--- config.mk ---
export PLATFORM = sky130hd
export DESIGN_NAME = virtual_address_translation_unit
export DESIGN_NICKNAME = d
export VERILOG_FILES = /design/src/vatu_pkg.sv /design/src/vatu_ptab.sv /design/src/virtual_address_translation_unit.sv
export SDC_FILE = /design/constraint.sdc
export NUM_CORES = 2
export LEC_CHECK = 0
export BUFFER_PORTS_ARGS = -buffer_cell sky130_fd_sc_hd__buf_2
export CELL_PAD_IN_SITES_DETAIL_PLACEMENT = 1
export CELL_PAD_IN_SITES_GLOBAL_PLACEMENT = 1
export CORE_MARGIN = 8
export CORE_UTILIZATION = 52
export DETAILED_ROUTE_END_ITERATION = 16
export PLACE_DENSITY_LB_ADDON = 0.1
export SYNTH_ARGS = -nofsm -noshare
export SYNTH_HDL_FRONTEND = slang
export SYNTH_SLANG_ARGS = --single-unit
--- constraint.sdc ---
create_clock -name clk -period 10.5 [get_ports clk]
set_input_delay 0 -clock clk [delete_from_list [all_inputs] [get_ports clk]]
set_output_delay 0 -clock clk [all_outputs]
set_load 0.05 [all_outputs]
--- src/vatu_pkg.sv ---
package vatu_pkg;

    localparam int PAGE_BYTES  = 128;
    localparam int TLB_ENTRIES = 4;
    localparam int TABLE_DEPTH = 64;

    localparam int VA_W     = 32;
    localparam int OFF_W    = $clog2(PAGE_BYTES);
    localparam int VPN_W    = VA_W - OFF_W;
    localparam int FRAME_W  = 16;
    localparam int PA_W     = 23;
    localparam int CNT_W    = 16;
    localparam int OP_W     = 3;
    localparam int FAULT_W  = 3;
    localparam int IDX_W    = 6;
    localparam int PAGE_W   = 25;
    localparam int TEI_W    = 7;
    localparam int LIMIT_W  = 17;
    localparam int CFG_IDX_W = 2;
    localparam int CFG_DATA_W = 17;

    localparam int PTAB_AW  = (TABLE_DEPTH > 1) ? $clog2(TABLE_DEPTH) : 1;
    localparam int TLB_IW   = (TLB_ENTRIES > 1) ? $clog2(TLB_ENTRIES) : 1;
    localparam int LIM_W    = $clog2(TABLE_DEPTH + 1);

    localparam logic [OP_W-1:0] OP_XLATE = 3'd0;
    localparam logic [OP_W-1:0] OP_WR_PT = 3'd1;
    localparam logic [OP_W-1:0] OP_WR_TLB = 3'd2;
    localparam logic [OP_W-1:0] OP_RD_PT = 3'd3;
    localparam logic [OP_W-1:0] OP_RD_TLB = 3'd4;

    localparam logic [FAULT_W-1:0] FAULT_NONE = 3'd0;
    localparam logic [FAULT_W-1:0] FAULT_ADDR = 3'd1;
    localparam logic [FAULT_W-1:0] FAULT_PAGE = 3'd2;
    localparam logic [FAULT_W-1:0] FAULT_RO   = 3'd3;
    localparam logic [FAULT_W-1:0] FAULT_BUS  = 3'd4;

    localparam logic [CFG_IDX_W-1:0] CFG_USE_TLB = 2'd0;
    localparam logic [CFG_IDX_W-1:0] CFG_TEI     = 2'd1;
    localparam logic [CFG_IDX_W-1:0] CFG_LIMIT   = 2'd2;

    localparam logic [CNT_W-1:0] CNT_MAX = {CNT_W{1'b1}};

    typedef struct packed {
        logic [FRAME_W-1:0] frame;
        logic               valid;
        logic               ro;
        logic               dirty;
        logic               refd;
        logic [CNT_W-1:0]   count;
    } pte_t;

    typedef struct packed {
        logic [PAGE_W-1:0] page;
        pte_t              e;
    } tlbe_t;

    typedef struct packed {
        logic               we;
        logic [PTAB_AW-1:0] addr;
        pte_t               data;
    } pt_wr_t;

endpackage

--- src/vatu_ptab.sv ---
// Page table store: one synchronous read port, one write port.
// Entries never written since reset read as all zeros (invalid).
module vatu_ptab
(
    input  logic                          clk,
    input  logic                          rst_n,
    input  logic                          rd_en,
    input  logic [vatu_pkg::PTAB_AW-1:0]  rd_addr,
    output vatu_pkg::pte_t                rd_data,
    input  vatu_pkg::pt_wr_t              wr
);

    vatu_pkg::pte_t mem [vatu_pkg::TABLE_DEPTH];
    logic [vatu_pkg::TABLE_DEPTH-1:0] vld_reg;
    vatu_pkg::pte_t rd_data_reg;
    logic           rd_vld_reg;

    always_ff @(posedge clk)
    begin
        if (wr.we)
        begin
            mem[wr.addr] <= wr.data;
        end
        if (rd_en)
        begin
            rd_data_reg <= mem[rd_addr];
        end
    end

    always_ff @(posedge clk or negedge rst_n)
    begin
        if (!rst_n)
        begin
            vld_reg    <= '0;
            rd_vld_reg <= 1'b0;
        end
        else
        begin
            if (wr.we)
            begin
                vld_reg[wr.addr] <= 1'b1;
            end
            if (rd_en)
            begin
                rd_vld_reg <= vld_reg[rd_addr];
            end
        end
    end

    assign rd_data = rd_vld_reg ? rd_data_reg : '0;

endmodule

--- src/virtual_address_translation_unit.sv ---
// Virtual address translation unit.
// Command channel: an item (op and operands) is taken at a clock edge with
// start high and busy low. Ops: translate, write/read page table entry,
// write/read TLB entry. Operands are held internally, so they need only be
// valid at that edge.
// Result: done is high for exactly one cycle with fault, phys_addr and the
// entry marks on their ports; the receiver cannot stall and must take it.
// Sequence: done rises at the end of the execute state that follows the
// accepting edge. busy is high during that execute state, so a new item can
// be taken at the edge that ends the done cycle, and none before. The page
// table memory is read into a register at the accepting edge; compare, fault
// check and write-back follow in the execute state. The 4-entry TLB sits in
// flops and is compared in parallel during the execute state.
// Configuration: cfg_valid/cfg_ready write channel (cfg_ready is always
// high); index 0 use_tlb, 1 table_entries_in_use, 2 phys_page_limit. Write
// only while idle.
// Reset: all page table and TLB entries read as invalid and cleared, config
// returns to linear mode, 64 entries in use, 128 frames. No clearing pass.
module virtual_address_translation_unit
(
    input  logic                              clk,
    input  logic                              rst_n,
    input  logic                              start,
    output logic                              busy,
    input  logic [vatu_pkg::OP_W-1:0]         op,
    input  logic [vatu_pkg::VA_W-1:0]         virt_addr,
    input  logic [1:0]                        access_size,
    input  logic                              is_write,
    input  logic [vatu_pkg::IDX_W-1:0]        entry_index,
    input  logic [vatu_pkg::PAGE_W-1:0]       entry_page,
    input  logic [vatu_pkg::FRAME_W-1:0]      entry_frame,
    input  logic                              entry_valid,
    input  logic                              entry_read_only,
    output logic                              done,
    output logic [vatu_pkg::FAULT_W-1:0]      fault,
    output logic [vatu_pkg::PA_W-1:0]         phys_addr,
    output logic                              dirty_bit,
    output logic                              referenced_bit,
    output logic [vatu_pkg::CNT_W-1:0]        reference_count,
    input  logic                              cfg_valid,
    output logic                              cfg_ready,
    input  logic [vatu_pkg::CFG_IDX_W-1:0]    cfg_index,
    input  logic [vatu_pkg::CFG_DATA_W-1:0]   cfg_data
);

    localparam logic [0:0] S_IDLE = 1'b0;
    localparam logic [0:0] S_EXEC = 1'b1;

    logic [0:0] state_reg, state_next;
    logic       accept;

    // config
    logic                          use_tlb_reg;
    logic [vatu_pkg::TEI_W-1:0]    tei_reg;
    logic [vatu_pkg::LIMIT_W-1:0]  limit_reg;

    // captured command
    logic [vatu_pkg::OP_W-1:0]     op_reg;
    logic [vatu_pkg::VA_W-1:0]     va_reg;
    logic [1:0]                    size_reg;
    logic                          wr_reg;
    logic [vatu_pkg::IDX_W-1:0]    idx_reg;
    logic [vatu_pkg::PAGE_W-1:0]   page_reg;
    logic [vatu_pkg::FRAME_W-1:0]  frame_reg;
    logic                          valid_reg;
    logic                          ro_reg;

    // TLB in flops
    vatu_pkg::tlbe_t tlb_reg [vatu_pkg::TLB_ENTRIES];

    // result registers
    logic                          done_reg;
    logic [vatu_pkg::FAULT_W-1:0]  fault_reg, fault_next;
    logic [vatu_pkg::PA_W-1:0]     pa_reg, pa_next;
    logic                          dirty_reg, dirty_next;
    logic                          refd_reg, refd_next;
    logic [vatu_pkg::CNT_W-1:0]    cnt_reg, cnt_next;

    // page table port
    logic [vatu_pkg::PTAB_AW-1:0]  pt_rd_addr;
    vatu_pkg::pte_t                pt_rd;
    vatu_pkg::pt_wr_t              pt_wr;

    // exec-cycle signals
    logic [vatu_pkg::VPN_W-1:0]    vpn;
    logic [vatu_pkg::OFF_W-1:0]    off;
    logic [vatu_pkg::LIM_W-1:0]    lim;
    logic                          misalign;
    logic                          hit;
    logic [vatu_pkg::TLB_IW-1:0]   hit_idx;
    logic [vatu_pkg::TLB_IW-1:0]   tlb_ridx;
    vatu_pkg::pte_t                ent;
    vatu_pkg::pte_t                upd;
    logic                          tlb_we;
    logic [vatu_pkg::TLB_IW-1:0]   tlb_widx;
    vatu_pkg::tlbe_t               tlb_wdata;
    logic                          pt_idx_bad;
    logic                          tlb_idx_bad;

    assign accept    = start && !busy;
    assign busy      = (state_reg != S_IDLE);
    assign cfg_ready = 1'b1;

    assign pt_rd_addr = (op == vatu_pkg::OP_XLATE)
                      ? vatu_pkg::PTAB_AW'(virt_addr[vatu_pkg::VA_W-1:vatu_pkg::OFF_W])
                      : vatu_pkg::PTAB_AW'(entry_index);

    vatu_ptab u_ptab
    (
        .clk     (clk),
        .rst_n   (rst_n),
        .rd_en   (accept),
        .rd_addr (pt_rd_addr),
        .rd_data (pt_rd),
        .wr      (pt_wr)
    );

    always_ff @(posedge clk or negedge rst_n)
    begin
        if (!rst_n)
        begin
            use_tlb_reg <= 1'b0;
            tei_reg     <= vatu_pkg::TEI_W'(64);
            limit_reg   <= vatu_pkg::LIMIT_W'(128);
        end
        else if (cfg_valid && cfg_ready)
        begin
            case (cfg_index)
                vatu_pkg::CFG_USE_TLB: use_tlb_reg <= cfg_data[0];
                vatu_pkg::CFG_TEI:     tei_reg     <= cfg_data[vatu_pkg::TEI_W-1:0];
                vatu_pkg::CFG_LIMIT:   limit_reg   <= cfg_data[vatu_pkg::LIMIT_W-1:0];
                default:               ;
            endcase
        end
    end

    always_ff @(posedge clk)
    begin
        if (accept)
        begin
            op_reg    <= op;
            va_reg    <= virt_addr;
            size_reg  <= access_size;
            wr_reg    <= is_write;
            idx_reg   <= entry_index;
            page_reg  <= entry_page;
            frame_reg <= entry_frame;
            valid_reg <= entry_valid;
            ro_reg    <= entry_read_only;
        end
        if (state_reg == S_EXEC)
        begin
            fault_reg <= fault_next;
            pa_reg    <= pa_next;
            dirty_reg <= dirty_next;
            refd_reg  <= refd_next;
            cnt_reg   <= cnt_next;
        end
    end

    always_comb
    begin
        state_next = state_reg;
        case (state_reg)
            S_IDLE: if (accept) state_next = S_EXEC;
            S_EXEC: state_next = S_IDLE;
            default: state_next = S_IDLE;
        endcase
    end

    always_ff @(posedge clk or negedge rst_n)
    begin
        if (!rst_n)
        begin
            state_reg <= S_IDLE;
            done_reg  <= 1'b0;
        end
        else
        begin
            state_reg <= state_next;
            done_reg  <= (state_reg == S_EXEC);
        end
    end

    always_ff @(posedge clk or negedge rst_n)
    begin
        if (!rst_n)
        begin
            for (int i = 0; i < vatu_pkg::TLB_ENTRIES; i++)
            begin
                tlb_reg[i] <= '0;
            end
        end
        else if (tlb_we)
        begin
            tlb_reg[tlb_widx] <= tlb_wdata;
        end
    end

    assign vpn = va_reg[vatu_pkg::VA_W-1:vatu_pkg::OFF_W];
    assign off = va_reg[vatu_pkg::OFF_W-1:0];
    assign lim = (32'(tei_reg) >= vatu_pkg::TABLE_DEPTH)
               ? vatu_pkg::LIM_W'(vatu_pkg::TABLE_DEPTH)
               : vatu_pkg::LIM_W'(tei_reg);
    assign misalign = (size_reg == 2'd3)
                   || (size_reg == 2'd2 && va_reg[1:0] != 2'b00)
                   || (size_reg == 2'd1 && va_reg[0]);
    assign pt_idx_bad  = (32'(idx_reg) >= vatu_pkg::TABLE_DEPTH);
    assign tlb_idx_bad = (32'(idx_reg) >= vatu_pkg::TLB_ENTRIES);
    assign tlb_ridx    = vatu_pkg::TLB_IW'(idx_reg);

    // lowest matching valid slot wins
    always_comb
    begin
        hit     = 1'b0;
        hit_idx = '0;
        for (int i = vatu_pkg::TLB_ENTRIES - 1; i >= 0; i--)
        begin
            if (tlb_reg[i].e.valid && tlb_reg[i].page == vpn)
            begin
                hit     = 1'b1;
                hit_idx = vatu_pkg::TLB_IW'(i);
            end
        end
    end

    assign ent = use_tlb_reg ? tlb_reg[hit_idx].e : pt_rd;

    always_comb
    begin
        upd       = ent;
        upd.dirty = ent.dirty | wr_reg;
        upd.refd  = 1'b1;
        upd.count = (ent.count != vatu_pkg::CNT_MAX) ? ent.count + 1'b1 : ent.count;
    end

    // entry writes only in the execute cycle
    always_comb
    begin
        fault_next = vatu_pkg::FAULT_NONE;
        pa_next    = '0;
        dirty_next = 1'b0;
        refd_next  = 1'b0;
        cnt_next   = '0;
        pt_wr      = '0;
        tlb_we     = 1'b0;
        tlb_widx   = hit_idx;
        tlb_wdata  = '0;
        if (state_reg == S_EXEC)
        begin
            case (op_reg)
                vatu_pkg::OP_XLATE:
                begin
                    if (misalign)
                    begin
                        fault_next = vatu_pkg::FAULT_ADDR;
                    end
                    else if (!use_tlb_reg && vpn >= vatu_pkg::VPN_W'(lim))
                    begin
                        fault_next = vatu_pkg::FAULT_ADDR;
                    end
                    else if (use_tlb_reg ? !hit : !pt_rd.valid)
                    begin
                        fault_next = vatu_pkg::FAULT_PAGE;
                    end
                    else if (ent.ro && wr_reg)
                    begin
                        fault_next = vatu_pkg::FAULT_RO;
                    end
                    else if ({1'b0, ent.frame} >= limit_reg)
                    begin
                        fault_next = vatu_pkg::FAULT_BUS;
                    end
                    else
                    begin
                        pa_next    = vatu_pkg::PA_W'({ent.frame, off});
                        dirty_next = upd.dirty;
                        refd_next  = upd.refd;
                        cnt_next   = upd.count;
                        if (use_tlb_reg)
                        begin
                            tlb_we    = 1'b1;
                            tlb_wdata = {tlb_reg[hit_idx].page, upd};
                        end
                        else
                        begin
                            pt_wr.we   = 1'b1;
                            pt_wr.addr = vatu_pkg::PTAB_AW'(vpn);
                            pt_wr.data = upd;
                        end
                    end
                end
                vatu_pkg::OP_WR_PT:
                begin
                    if (pt_idx_bad)
                    begin
                        fault_next = vatu_pkg::FAULT_ADDR;
                    end
                    else
                    begin
                        pt_wr.we         = 1'b1;
                        pt_wr.addr       = vatu_pkg::PTAB_AW'(idx_reg);
                        pt_wr.data.frame = frame_reg;
                        pt_wr.data.valid = valid_reg;
                        pt_wr.data.ro    = ro_reg;
                    end
                end
                vatu_pkg::OP_WR_TLB:
                begin
                    if (tlb_idx_bad)
                    begin
                        fault_next = vatu_pkg::FAULT_ADDR;
                    end
                    else
                    begin
                        tlb_we            = 1'b1;
                        tlb_widx          = tlb_ridx;
                        tlb_wdata.page    = page_reg;
                        tlb_wdata.e.frame = frame_reg;
                        tlb_wdata.e.valid = valid_reg;
                        tlb_wdata.e.ro    = ro_reg;
                    end
                end
                vatu_pkg::OP_RD_PT:
                begin
                    if (pt_idx_bad)
                    begin
                        fault_next = vatu_pkg::FAULT_ADDR;
                    end
                    else
                    begin
                        pa_next    = vatu_pkg::PA_W'({pt_rd.frame, {vatu_pkg::OFF_W{1'b0}}});
                        dirty_next = pt_rd.dirty;
                        refd_next  = pt_rd.refd;
                        cnt_next   = pt_rd.count;
                    end
                end
                vatu_pkg::OP_RD_TLB:
                begin
                    if (tlb_idx_bad)
                    begin
                        fault_next = vatu_pkg::FAULT_ADDR;
                    end
                    else
                    begin
                        pa_next    = vatu_pkg::PA_W'({tlb_reg[tlb_ridx].e.frame,
                                                      {vatu_pkg::OFF_W{1'b0}}});
                        dirty_next = tlb_reg[tlb_ridx].e.dirty;
                        refd_next  = tlb_reg[tlb_ridx].e.refd;
                        cnt_next   = tlb_reg[tlb_ridx].e.count;
                    end
                end
                default: ;
            endcase
        end
    end

    assign done            = done_reg;
    assign fault           = fault_reg;
    assign phys_addr       = pa_reg;
    assign dirty_bit       = dirty_reg;
    assign referenced_bit  = refd_reg;
    assign reference_count = cnt_reg;

`ifndef NO_ASSERTIONS
    a_accept_busy: assert property (@(posedge clk) disable iff (!rst_n)
        accept |=> busy)
        else $error("accepted command did not raise busy");

    a_done_after_exec: assert property (@(posedge clk) disable iff (!rst_n)
        done |-> $past(state_reg == S_EXEC))
        else $error("result strobe without an execute cycle");

    a_fault_zero_fields: assert property (@(posedge clk) disable iff (!rst_n)
        (done && fault != vatu_pkg::FAULT_NONE) |->
            (phys_addr == '0 && reference_count == '0 && !referenced_bit && !dirty_bit))
        else $error("faulting result carries nonzero fields");

    a_xlate_marks: assert property (@(posedge clk) disable iff (!rst_n)
        (done && fault == vatu_pkg::FAULT_NONE && op_reg == vatu_pkg::OP_XLATE) |->
            (referenced_bit && reference_count != '0 && (dirty_bit || !wr_reg)))
        else $error("successful translation without updated marks");

    a_single_write: assert property (@(posedge clk) disable iff (!rst_n)
        (pt_wr.we || tlb_we) |-> (state_reg == S_EXEC && !(pt_wr.we && tlb_we)))
        else $error("entry write outside execute cycle");
`endif

endmodule

==> flow_summary.json <==
{
  "setup-tns-final_ps": 0,
  "io_buffers": 155,
  "critical_path_class": "flop to flop",
  "initialDrtViolationCount": 9078,
  "dp_hpwl_um": 222400,
  "synthCells": 9134,
  "slew_headroom_pct": 8.155,
  "final_nets": 9507,
  "synth_common_cells": "2706 x nand2_1, 2471 x edfxtp_1, 606 x nand3_1, 600 x clkbuf_1, 444 x a311oi_1",
  "start_kind": "flop",
  "crit_chain": "xor2_1 > nor4_1 > nand3_1 > or2_0 > nand2_1 > or2_2 > mux2i_1 > a22o_1 > ha_1 > a2111oi_0 > o21ai_0 > a211oi_1 > a211oi_1 > a2111oi_0 > nand3_1 > nor2_1 > o21ai_0 > or3_1 > nor2_4",
  "yosysTopAreaCell": "edfxtp_1",
  "fin_area_um2": 132400,
  "cts.reportedPaths.clkPinSlew_ps": 70,
  "initial_core_util_pct": 52.20,
  "ir_worst_vdd_mv": 0.1575,
  "num_vias": 80370,
  "yosysMostFrequentCell": "nand2_1",
  "skew_ps": 64.11,
  "syn_nets": 9268,
  "die_y_um": 487.7,
  "drc": 0,
  "clkSinkCount": 2807,
  "worst_pin_slew_ps": 1339,
  "drive_gt1_share_pct": 10.85,
  "clock_latency_ps": 950,
  "path_max_fanout": 36,
  "n_fill_cell": 21470,
  "ys_seq_elements": 2807,
  "maxSlewViolCount": 0,
  "min_path_type": "input pin to async pin",
  "setup_ws_ps": 1069,
  "fin_crit_sh_pct": 89.82,
  "place_ws_ps": 1499,
  "viasPerCell": 6.391,
  "syn_to_final_growth_pct": 14.42,
  "critical_path_arrival_ps": 9960,
  "first_pass_iters": 5,
  "crit_buf_inv": 0,
  "post_dp_cell_area_um2": 120700,
  "largest_reg_flops": 2304,
  "grt_pass1_vias": 82580,
  "htree_levels": 5,
  "cts_tree": "yes",
  "final_antenna_net_count": 0,
  "leakagePower_nw": 47.47,
  "cts_buffers": 310,
  "row_count": 173,
  "gp_congestion": 0.9046,
  "synth.area.top_cells": "edfxtp_1 64%, nand2_1 8.8%, dfrtp_1 7.2%",
  "setup_viol": 0,
  "synthArstFlopShare_pct": 11.97,
  "rsz0062_at_grt": "no",
  "dieArea_um2": 237800,
  "ios": 157,
  "synth_ff_type": "edfxtp_1",
  "cts_buffer_depth": 4,
  "max_stage_delay_ps": 1200,
  "hold-worst-slack_ps": 304.8,
  "synth_cell_types": 77,
  "cts_setup_buffers": 0,
  "wire_per_inst_um": 30.65,
  "grt_use_total_pct": 31.70,
  "yosys_warnings": 0,
  "required_ps": 11030,
  "hold_viol": 0,
  "grt_start_max_net_pins": 162,
  "grt_first_pass_wirelength_um": 563700,
  "drv_cap": 0,
  "die_width_um": 487.7,
  "powerDensity_nw_per_um2": 183.4,
  "fin_crit_ps": 9431,
  "cpLargestDelayFamily": "simple AND/OR/NAND/NOR gates",
  "synth_edf_count": 2471,
  "core_area_um2": 221700,
  "cts_resized": 0,
  "synth_area_um2": 115700,
  "antenna_found_initial": 19,
  "critPathSlowestCell": "nor2_4",
  "status": "finished, final reports clean",
  "fmax_ghz": 0.1060,
  "syn_area_per_cell_um2": 12.67,
  "grt_overflow": 0,
  "wirelength_um": 385400,
  "synth_top_area_share_pct": 64.13,
  "synth-seq-area-share_pct": 71.40,
  "cts_root_buffer": "clkbuf_16",
  "critPathCaptureType": "flop"
}
[through the flow]
stage	total power, mW	util, %	std cells
after global placement	14.03	54.46	11810
after floorplan	13.32	-	9134
after CTS	24.36	59.72	12570
after detailed placement	14.07	54.47	11810
final	24.28	59.73	12580
after global routing	24.86	59.72	12570
[where the power goes]
part	internal [mW]	switching (mW)	total (mW)
sequential	12.1	0.0776	12.2
clock	5.95	4.37	10.3
combinational	0.498	1.31	1.81
[per-layer routing]
layer	vias to the layer above	routed length, um	track usage [%]
met4	12	17250	12.66
li1	34200	-	-
met5	-	83	0
met1	41780	156900	44.14
met3	732	31370	5.771
met2	3643	179800	49.91
[worst min-delay path, stage by stage]
cell	delay, ps
dlygate4sd3_1	530
dlygate4sd3_1	610
buf_8	140
buf_16	400
[repair_timing]
item / 4_1_cts / 5_1_grt
hold buffers: 223 / 0
setup endpoints to repair: 0 / 0
endpoints found under the hold margin: 365 / 0
[final timing paths]
kind	start	to	slack (ps)	depth (start not counted)
setup / recovery	va_reg[8]	u_ptab.mem[56][18]	1070	19
hold / removal	rst_n	tlb_reg[58]	300	4
setup reg to reg	va_reg[8]	u_ptab.mem[56][18]	1070	19
hold reg to reg	u_ptab.vld_reg[35]	u_ptab.vld_reg[35]	470	1
max in group asynchronous	rst_n	busy	9160	4
min in group clk	entry_page[16]	page_reg[16]	330	3
[layout make-up]
type / count / area, um2 / area share (%)
diodes: 6 / 15.01 / 0.01134
clock buffers: 406 / 8396 / 6.342
clock inverters: 127 / 994.7 / 0.7514
inverters: 52 / 195.2 / 0.1474
multi-input cells: 5593 / 31210 / 23.58
flip-flops and latches: 2807 / 82610 / 62.40
well taps: 2975 / 3722 / 2.812
repair buffers: 609 / 5236 / 3.955
[layout by cell type (no fill, tap or decap), types with 57 or more instances in the layout]
cell type and instances:
clkbuf_16 316, mux4_2 60, mux2i_1 57, nand2_1 2701, o21bai_1 61, a22oi_1 83
edfxtp_1 2471, dfrtp_1 333, and3_1 305, a211oi_1 114, a31oi_1 152, nor2_4 97
a21oi_1 176, buf_2 154, xnor2_1 65, nand3_1 606, clkbuf_1 75, dlygate4sd3_1 222
o21ai_0 233, a311oi_1 444, buf_4 193
[kinds of logic (layout without fill, tap and decap cells)]
kind of cell    count (synthesis)  in the layout  share of synthesized area (%)
simple gates                 3886           3886                          14.27
flops                        2807           2807                          71.40
compound gates               1406           1406                          8.647
buf+inv                       734           1194                          2.436
mux                           169            169                          2.164
xor+xnor                      107            107                         0.8165
fa+ha+maj                      24             24                         0.2595
other cells                     1              7                       0.003241
No activity file was read; power rests on OpenSTA's default activity.
